$ cat src/sv/u16u8_pkg.sv
// ----------------------------------------------------------------------------
// u16u8_pkg
// Types and constants shared by the UTF-16 to UTF-8 encoder modules.
// ----------------------------------------------------------------------------
package u16u8_pkg;

  // Code unit classification masks and patterns
  localparam logic [15:0] ASCII_MASK     = 16'hFF80;
  localparam logic [15:0] TWO_BYTE_MASK  = 16'hF800;
  localparam logic [15:0] SURR_MASK      = 16'hFC00;
  localparam logic [15:0] HIGH_SURR_PAT  = 16'hD800;
  localparam logic [15:0] LOW_SURR_PAT   = 16'hDC00;

  // UTF-8 lead and continuation markers
  localparam logic [7:0] LEAD2_MARK = 8'hC0;
  localparam logic [7:0] CONT_MARK  = 8'h80;
  localparam logic [7:0] LEAD4_MARK = 8'hF0;
  localparam logic [7:0] LEAD3_MARK = 8'hE0;
  localparam logic [7:0] CONT_MASK  = 8'h3F;

  localparam int unsigned JOB_BYTES = 6;
  localparam int unsigned JOB_CNT_W = 3;

  typedef struct packed {
    logic [15:0] code_unit;
    logic        end_of_string;
  } in_item_t;

  typedef struct packed {
    logic [7:0] utf8_byte;
    logic       last_of_run;
  } out_item_t;

  // One queued request: the bytes of one input item, first byte at index 0
  typedef struct packed {
    logic [JOB_BYTES-1:0][7:0] bytes;
    logic [JOB_CNT_W-1:0]      count;
  } job_t;

endpackage

$ cat src/sv/u16u8_front.sv
// ----------------------------------------------------------------------------
// u16u8_front
// Accepts code units, tracks the held high surrogate and builds the byte list.
// ----------------------------------------------------------------------------
module u16u8_front (
  input  logic                clk,
  input  logic                rst_n,
  input  logic                in_valid,
  input  u16u8_pkg::in_item_t in_item,
  output logic                in_stall,
  input  logic                q_full,
  output logic                job_push,
  output u16u8_pkg::job_t     job
);
  import u16u8_pkg::*;

  logic        held_r, held_nxt;
  logic [9:0]  held_bits_r, held_bits_nxt;
  logic [15:0] u;
  logic        eos, accept, is_low, is_high, pair, flush, own_hold;
  logic [2:0][7:0] own_b;
  logic [1:0]  own_cnt;
  logic [15:0] held_unit;
  logic [20:0] cp;

  assign u         = in_item.code_unit;
  assign eos       = in_item.end_of_string;
  assign in_stall  = q_full;
  assign accept    = in_valid && !q_full;
  assign is_low    = (u & SURR_MASK) == LOW_SURR_PAT;
  assign is_high   = (u & SURR_MASK) == HIGH_SURR_PAT;
  assign pair      = held_r && is_low;
  assign flush     = held_r && !is_low;
  assign held_unit = HIGH_SURR_PAT | {6'd0, held_bits_r};
  assign cp        = {1'b0, held_bits_r, u[9:0]} + 21'h10000;

  // Bytes of the unit itself
  always_comb begin
    own_b    = '0;
    own_cnt  = 2'd0;
    own_hold = 1'b0;
    if (u == 16'd0) begin
      own_cnt = 2'd0;
    end else if ((u & ASCII_MASK) == 16'd0) begin
      own_b[0] = u[7:0];
      own_cnt  = 2'd1;
    end else if ((u & TWO_BYTE_MASK) == 16'd0) begin
      own_b[0] = LEAD2_MARK | {3'd0, u[10:6]};
      own_b[1] = CONT_MARK | {2'd0, u[5:0]};
      own_cnt  = 2'd2;
    end else if (is_high && !eos) begin
      own_hold = 1'b1;
    end else begin
      own_b[0] = LEAD3_MARK | {4'd0, u[15:12]};
      own_b[1] = CONT_MARK | {2'd0, u[11:6]};
      own_b[2] = CONT_MARK | {2'd0, u[5:0]};
      own_cnt  = 2'd3;
    end
  end

  // Assemble the request: pair, flushed unit plus own bytes, or own bytes
  always_comb begin
    job = '0;
    if (pair) begin
      job.bytes[0] = LEAD4_MARK | {5'd0, cp[20:18]};
      job.bytes[1] = CONT_MARK | {2'd0, cp[17:12]};
      job.bytes[2] = CONT_MARK | {2'd0, cp[11:6]};
      job.bytes[3] = CONT_MARK | {2'd0, cp[5:0]};
      job.count    = JOB_CNT_W'(4);
    end else if (flush) begin
      job.bytes[0] = LEAD3_MARK | {4'd0, held_unit[15:12]};
      job.bytes[1] = CONT_MARK | {2'd0, held_unit[11:6]};
      job.bytes[2] = CONT_MARK | {2'd0, held_unit[5:0]};
      job.bytes[3] = own_b[0];
      job.bytes[4] = own_b[1];
      job.bytes[5] = own_b[2];
      job.count    = JOB_CNT_W'(3) + JOB_CNT_W'(own_cnt);
    end else begin
      job.bytes[0] = own_b[0];
      job.bytes[1] = own_b[1];
      job.bytes[2] = own_b[2];
      job.count    = JOB_CNT_W'(own_cnt);
    end
  end

  assign job_push = accept && (job.count != '0);

  always_comb begin
    held_nxt      = held_r;
    held_bits_nxt = held_bits_r;
    if (accept) begin
      held_nxt      = own_hold && !pair;
      held_bits_nxt = u[9:0];
    end
  end

  always_ff @(posedge clk) begin
    if (!rst_n) begin
      held_r      <= 1'b0;
      held_bits_r <= '0;
    end else begin
      held_r      <= held_nxt;
      held_bits_r <= held_bits_nxt;
    end
  end

  a_eos_clears_hold: assert property (@(posedge clk) disable iff (!rst_n)
    (accept && eos) |=> !held_r)
    else $error("held surrogate survived end of string");

  a_hold_needs_high: assert property (@(posedge clk) disable iff (!rst_n)
    (accept && !held_r && !is_high) |=> !held_r)
    else $error("hold set by a non-surrogate unit");

endmodule

$ cat src/sv/u16u8_queue.sv
// ----------------------------------------------------------------------------
// u16u8_queue
// Small request queue between the classifier and the byte serializer.
// ----------------------------------------------------------------------------
module u16u8_queue #(
  parameter int unsigned DEPTH = 2
) (
  input  logic            clk,
  input  logic            rst_n,
  input  logic            push,
  input  u16u8_pkg::job_t push_job,
  output logic            full,
  input  logic            pop,
  output logic            q_valid,
  output u16u8_pkg::job_t q_job
);
  import u16u8_pkg::*;

  localparam int unsigned PTR_W = (DEPTH > 1) ? $clog2(DEPTH) : 1;
  localparam int unsigned CNT_W = $clog2(DEPTH + 1);

  job_t             mem_r [DEPTH];
  logic [PTR_W-1:0] wr_ptr_r, wr_ptr_nxt, rd_ptr_r, rd_ptr_nxt;
  logic [CNT_W-1:0] cnt_r, cnt_nxt;

  function automatic logic [PTR_W-1:0] ptr_inc(input logic [PTR_W-1:0] p);
    return (p == PTR_W'(DEPTH - 1)) ? '0 : p + 1'b1;
  endfunction

  assign full    = cnt_r == CNT_W'(DEPTH);
  assign q_valid = cnt_r != '0;
  assign q_job   = mem_r[rd_ptr_r];

  always_comb begin
    wr_ptr_nxt = push ? ptr_inc(wr_ptr_r) : wr_ptr_r;
    rd_ptr_nxt = pop ? ptr_inc(rd_ptr_r) : rd_ptr_r;
    cnt_nxt    = cnt_r + CNT_W'(push) - CNT_W'(pop);
  end

  always_ff @(posedge clk) begin
    if (!rst_n) begin
      wr_ptr_r <= '0;
      rd_ptr_r <= '0;
      cnt_r    <= '0;
    end else begin
      wr_ptr_r <= wr_ptr_nxt;
      rd_ptr_r <= rd_ptr_nxt;
      cnt_r    <= cnt_nxt;
    end
  end

  always_ff @(posedge clk) begin
    if (push) begin
      mem_r[wr_ptr_r] <= push_job;
    end
  end

  a_no_overflow: assert property (@(posedge clk) disable iff (!rst_n)
    full |-> !push)
    else $error("push into full queue");

  a_no_underflow: assert property (@(posedge clk) disable iff (!rst_n)
    !q_valid |-> !pop)
    else $error("pop from empty queue");

endmodule

$ cat src/sv/u16u8_back.sv
// ----------------------------------------------------------------------------
// u16u8_back
// Serializes queued requests, one UTF-8 byte per cycle unless out_stall holds.
// ----------------------------------------------------------------------------
module u16u8_back (
  input  logic                 clk,
  input  logic                 rst_n,
  input  logic                 q_valid,
  input  u16u8_pkg::job_t      q_job,
  output logic                 pop,
  output logic                 out_valid,
  output u16u8_pkg::out_item_t out_item,
  input  logic                 out_stall
);
  import u16u8_pkg::*;

  job_t                 job_r, job_nxt;
  logic [JOB_CNT_W-1:0] idx_r, idx_nxt;
  logic                 busy_r, busy_nxt;
  logic                 out_valid_r, out_valid_nxt;
  out_item_t            out_r, out_nxt;
  logic                 adv, cur_last;

  assign adv       = !out_valid_r || !out_stall;
  assign cur_last  = idx_r == (job_r.count - JOB_CNT_W'(1));
  assign out_valid = out_valid_r;
  assign out_item  = out_r;

  always_comb begin
    job_nxt       = job_r;
    idx_nxt       = idx_r;
    busy_nxt      = busy_r;
    out_valid_nxt = out_valid_r;
    out_nxt       = out_r;
    pop           = 1'b0;
    if (adv) begin
      if (busy_r) begin
        out_valid_nxt         = 1'b1;
        out_nxt.utf8_byte     = job_r.bytes[idx_r];
        out_nxt.last_of_run   = cur_last;
        if (cur_last) begin
          // reload at once so bytes keep flowing
          pop      = q_valid;
          job_nxt  = q_job;
          idx_nxt  = '0;
          busy_nxt = q_valid;
        end else begin
          idx_nxt = idx_r + 1'b1;
        end
      end else begin
        out_valid_nxt = 1'b0;
        pop           = q_valid;
        job_nxt       = q_job;
        idx_nxt       = '0;
        busy_nxt      = q_valid;
      end
    end
  end

  always_ff @(posedge clk) begin
    if (!rst_n) begin
      busy_r      <= 1'b0;
      idx_r       <= '0;
      out_valid_r <= 1'b0;
    end else begin
      busy_r      <= busy_nxt;
      idx_r       <= idx_nxt;
      out_valid_r <= out_valid_nxt;
    end
  end

  always_ff @(posedge clk) begin
    job_r <= job_nxt;
    out_r <= out_nxt;
  end

  a_idx_in_range: assert property (@(posedge clk) disable iff (!rst_n)
    busy_r |-> (idx_r < job_r.count))
    else $error("byte index past request length");

  a_pop_only_when_free: assert property (@(posedge clk) disable iff (!rst_n)
    pop |-> (!busy_r || (adv && cur_last)))
    else $error("request popped while serializer busy");

endmodule

$ cat src/sv/utf16_to_utf8_encoder_unit.sv
// ----------------------------------------------------------------------------
// utf16_to_utf8_encoder_unit
// UTF-16 code units in, UTF-8 bytes out, surrogate pairs combined.
// ----------------------------------------------------------------------------
//
//  Channel  Ports                       Moves
//  -------  --------------------------  ---------------------------------------
//  in       in_valid in_stall in_item   one code unit and its end-of-string flag
//  out      out_valid out_stall out_item one UTF-8 byte, last_of_run on its end
//
//  Each byte passes through the output register. A unit yields 1 to 3 bytes,
//  4 for a surrogate pair, up to 6 when a held high surrogate is flushed
//  ahead of a new unit; a held surrogate or a terminator yields none.
//  The front accepts a unit in any cycle the request queue has room;
//  the serializer sets the sustained rate of one byte per cycle while
//  out_stall is low. The first byte of a unit passes through the queue,
//  the serializer's request register and the output register.
//  Reset drops any held surrogate, empties the queue and clears out_valid.
//  out_stall holds the output byte; the queue absorbs QUEUE_DEPTH requests
//  before in_stall rises.
//
module utf16_to_utf8_encoder_unit #(
  parameter int unsigned QUEUE_DEPTH = 2
) (
  input  logic                 clk,
  input  logic                 rst_n,
  input  logic                 in_valid,
  input  u16u8_pkg::in_item_t  in_item,
  output logic                 in_stall,
  output logic                 out_valid,
  output u16u8_pkg::out_item_t out_item,
  input  logic                 out_stall
);
  import u16u8_pkg::*;

  logic job_push, q_full, q_valid, q_pop;
  job_t push_job, q_job;

  // Classify each unit and build its byte list; holds the pending high surrogate
  u16u8_front u_front (
    .clk      (clk),
    .rst_n    (rst_n),
    .in_valid (in_valid),
    .in_item  (in_item),
    .in_stall (in_stall),
    .q_full   (q_full),
    .job_push (job_push),
    .job      (push_job)
  );

  // Decouple the classifier from the byte stream
  u16u8_queue #(
    .DEPTH (QUEUE_DEPTH)
  ) u_queue (
    .clk      (clk),
    .rst_n    (rst_n),
    .push     (job_push),
    .push_job (push_job),
    .full     (q_full),
    .pop      (q_pop),
    .q_valid  (q_valid),
    .q_job    (q_job)
  );

  // Walk requests into the output register, one byte per cycle unless stalled
  u16u8_back u_back (
    .clk       (clk),
    .rst_n     (rst_n),
    .q_valid   (q_valid),
    .q_job     (q_job),
    .pop       (q_pop),
    .out_valid (out_valid),
    .out_item  (out_item),
    .out_stall (out_stall)
  );

endmodule

$ cat config.mk
export PLATFORM = sky130hd
export DESIGN_NAME = utf16_to_utf8_encoder_unit
export DESIGN_NICKNAME = d
export VERILOG_FILES = /design/src/sv/u16u8_pkg.sv /design/src/sv/u16u8_front.sv /design/src/sv/u16u8_queue.sv /design/src/sv/u16u8_back.sv /design/src/sv/utf16_to_utf8_encoder_unit.sv
export SDC_FILE = /design/constraint.sdc
export NUM_CORES = 1
export LEC_CHECK = 0
export BUFFER_PORTS_ARGS = -buffer_cell sky130_fd_sc_hd__buf_2
export CAP_MARGIN = 30
export CORE_MARGIN = 4
export CORE_UTILIZATION = 40
export CTS_CLUSTER_SIZE = 16
export DETAILED_ROUTE_END_ITERATION = 10
export SLEW_MARGIN = 10
export SYNTH_ARGS = -nofsm -noshare
export SYNTH_HDL_FRONTEND = slang
export SYNTH_SLANG_ARGS = --single-unit
$ cat constraint.sdc
create_clock -name clk -period 4.7 [get_ports clk]
set_clock_uncertainty 0.05 [all_clocks]
set_input_delay 0.705 -clock clk [delete_from_list [all_inputs] [get_ports clk]]
set_output_delay 0.705 -clock clk [all_outputs]
set_load 0.005 [all_outputs]
==> results.ini <==
[drt]
vias=4061
first_pass_iters=5
via_per_inst=5.36
wl_per_cell_um=19.4
wl_um=14700
dr.first_iter.drc_count=275
drc=0
detail-route-antenna-nets=0

[synth]
synth_edf_count=150
synth_area_leaders=edfxtp_1 (62%), mux2_2 (7.3%), dfxtp_1 (5.8%)
dominantRegCellSynth=edfxtp_1
synth_fp_nets=513
ys_seq_elements=171
async_reset_ff_share_pct=0
synth_cells=487
yosys-top-cells-count=edfxtp_1 (150), mux2_2 (47), nand2_1 (39)
avgSynthCellArea_um2=14.8
synth_top_area_cell=edfxtp_1
yosysTopAreaCellShare_pct=62.4
syn-cell-area_um2=7210
yosys.cell_count.top_type=edfxtp_1
yosysWarnings=0
seq_area_frac_synth_pct=68.3
ys_types=51

[timing]
tightest_slew_ps=868
drv_slew=0
finalCritPeriodShare_pct=61.4
finalSetupTns_ps=0
fin_ws_ps=1810
fmax_ghz=0.346
hold_violations=0
setup_violations=0
relSlewSlack_pct=42.1
layout_min_cycle_time_ps=2890
rsz0062_at_grt=false

[clock_tree]
cts_tree=yes
clock-root-buffer=clkbuf_16
insertion_delay_ps=420
cts_buffers=17
cts_hold_buf=0
path_clk_slew_ps=60
clock_sinks=171
cts_buffer_depth=2
cts.repair.resized=0
cts_htree_levels=4
cts_setup_buffers=0

[cells_and_area]
areaGrowthSynthToFinish_pct=14.3
fin_nets=546
fin_util_pct=47.2
fin_cells=758
antenna-diode-count=0
final_area_um2=8240
layout-drive-gt1-share_pct=25.0

[placement]
routabilityCongestion=0.838
io_buffers=31
dp_cells=724
dpl_cell_area_um2=7610
place_ws_ps=1630
hpwlAfterDp_um=10000

[setup_path]
path_buf_inv=1
path_cells=inv_1 -> a211oi_2 -> and2_1
cp.arrival_ps=3100
critPathMaxStageDelay_ps=880
crit_path_start_kind=register
rr_worst_depth=3
path_class=reg2reg
rrSetupSlack_ps=1810
cp_data_required_time_ps=4910
worst_path_max_delay_cell=dfxtp_1
r2r-end=u_queue.mem_r[0][46]
crit_family=flip-flops
r2r-start=u_front.held_r
worst-path-max-fanout=24
cp-end-kind=register

[power]
ir_worst_vdd_uv=339
p_leak_nw=2.86
p_per_area_nw_per_um2=571

[die]
die_y_um=142
ioPinCount=32
start_util_pct=41.3
fp-row-count=48
dieArea_um2=20200
core_um2=17500
die_w_um=142

[global_routing]
antenna_found_initial=0
first_global_vias=3971
grt_overflow=0
grt_max_degree=43
grt_pass1_wl_um=22600
grtUsageTotal_pct=15.0

[min_path]
hold_class=reg2reg
hold_end=u_front.held_bits_r[5]
holdCritStartpoint=u_front.held_bits_r[5]
min_path_cells=2

[run]
cap_violations=0

[status]
status=finished clean

-- routing by layer --
layer  vias up  share of wire, %  GRT usage, %
met2       117                46          22.2
met3        18               5.1          3.49
li1       1899                 -             -
met1      2027                48          21.5
met5         -                 0             0
met4         0               1.5          6.01
-- worst reg2reg max path: stages, from the launching register on --
cell and delay [ps]:
dfxtp_1 880, inv_1 650, a211oi_2 810, and2_1 320
-- cells by family (layout without fill, tap and decap cells) --
logic type / Yosys count / after routing / share of synthesized area, %
flops: 171 / 171 / 68.3
mux: 75 / 75 / 12.4
buf+inv: 38 / 84 / 2.48
xor+xnor: 9 / 9 / 1.30
fa+ha+maj: 5 / 5 / 0.867
compound gates: 70 / 70 / 5.90
simple gates: 119 / 119 / 8.74
-- sequential cells by signal, indices dropped and copies added, names as in the netlist, 2 cells and up, named ones only --
register and cells:
u_back.job_r 47, u_front.held_bits_r 10, u_queue.mem_r 94, u_queue.cnt_r 2
u_back.out_item 9, u_back.idx_r 3
-- where the power goes --
part	internal, mW	switching, mW
Sequential	2.15	0.142
Clock	0.882	0.550
Combinational	0.451	0.532
Total	3.48	1.22
-- cells in the final DEF, fill, tap and decap left out, types with 7 or more instances in the layout --
cell | netlist | routed
o22ai_1 | 8 | 8
nand2_1 | 39 | 39
edfxtp_1 | 150 | 150
mux2i_1 | 21 | 21
and2_1 | 12 | 11
a21oi_1 | 22 | 22
dfxtp_1 | 21 | 20
mux2_2 | 47 | 47
nor2_1 | 22 | 21
mux4_2 | 7 | 7
clkbuf_16 | 0 | 17
buf_2 | 4 | 31
o21ai_0 | 19 | 19
inv_1 | 13 | 13
nand3_1 | 12 | 12
-- stage by stage --
step	total power [mW]	hold slack (ps)
floorplan	2.97	398
global placement	3.24	412
detailed placement	3.30	417
CTS	4.73	427
global route	4.93	453
finish	4.70	425
-- worst max-delay path by stage --
| stage | from | to | slack [ps] | depth (start not counted) |
|---|---|---|---|---|
| floorplan | u_back.job_r[0] | u_back.job_r[0] | 1030 | 6 |
| global placement | in_item[15] | u_queue.mem_r[1][22] | 1640 | 6 |
| detailed placement | u_back.idx_r[2] | u_back.job_r[19] | 1630 | 5 |
| CTS | u_back.idx_r[2] | u_back.job_r[10] | 1630 | 5 |
| global route | u_back.idx_r[2] | u_queue.cnt_r[1] | 1670 | 10 |
| finish | u_front.held_r | u_queue.mem_r[0][46] | 1810 | 3 |
-- cell type report --
type	instances	area [µm²]
clock inverters	13	175
repair buffers	38	245
flip-flops and latches	171	4930
fillers	1517	9230
multi-input cells	278	2130
well taps	225	282
inverters	14	52.6
clock buffers	19	433
(Power assumes the default switching activity.)
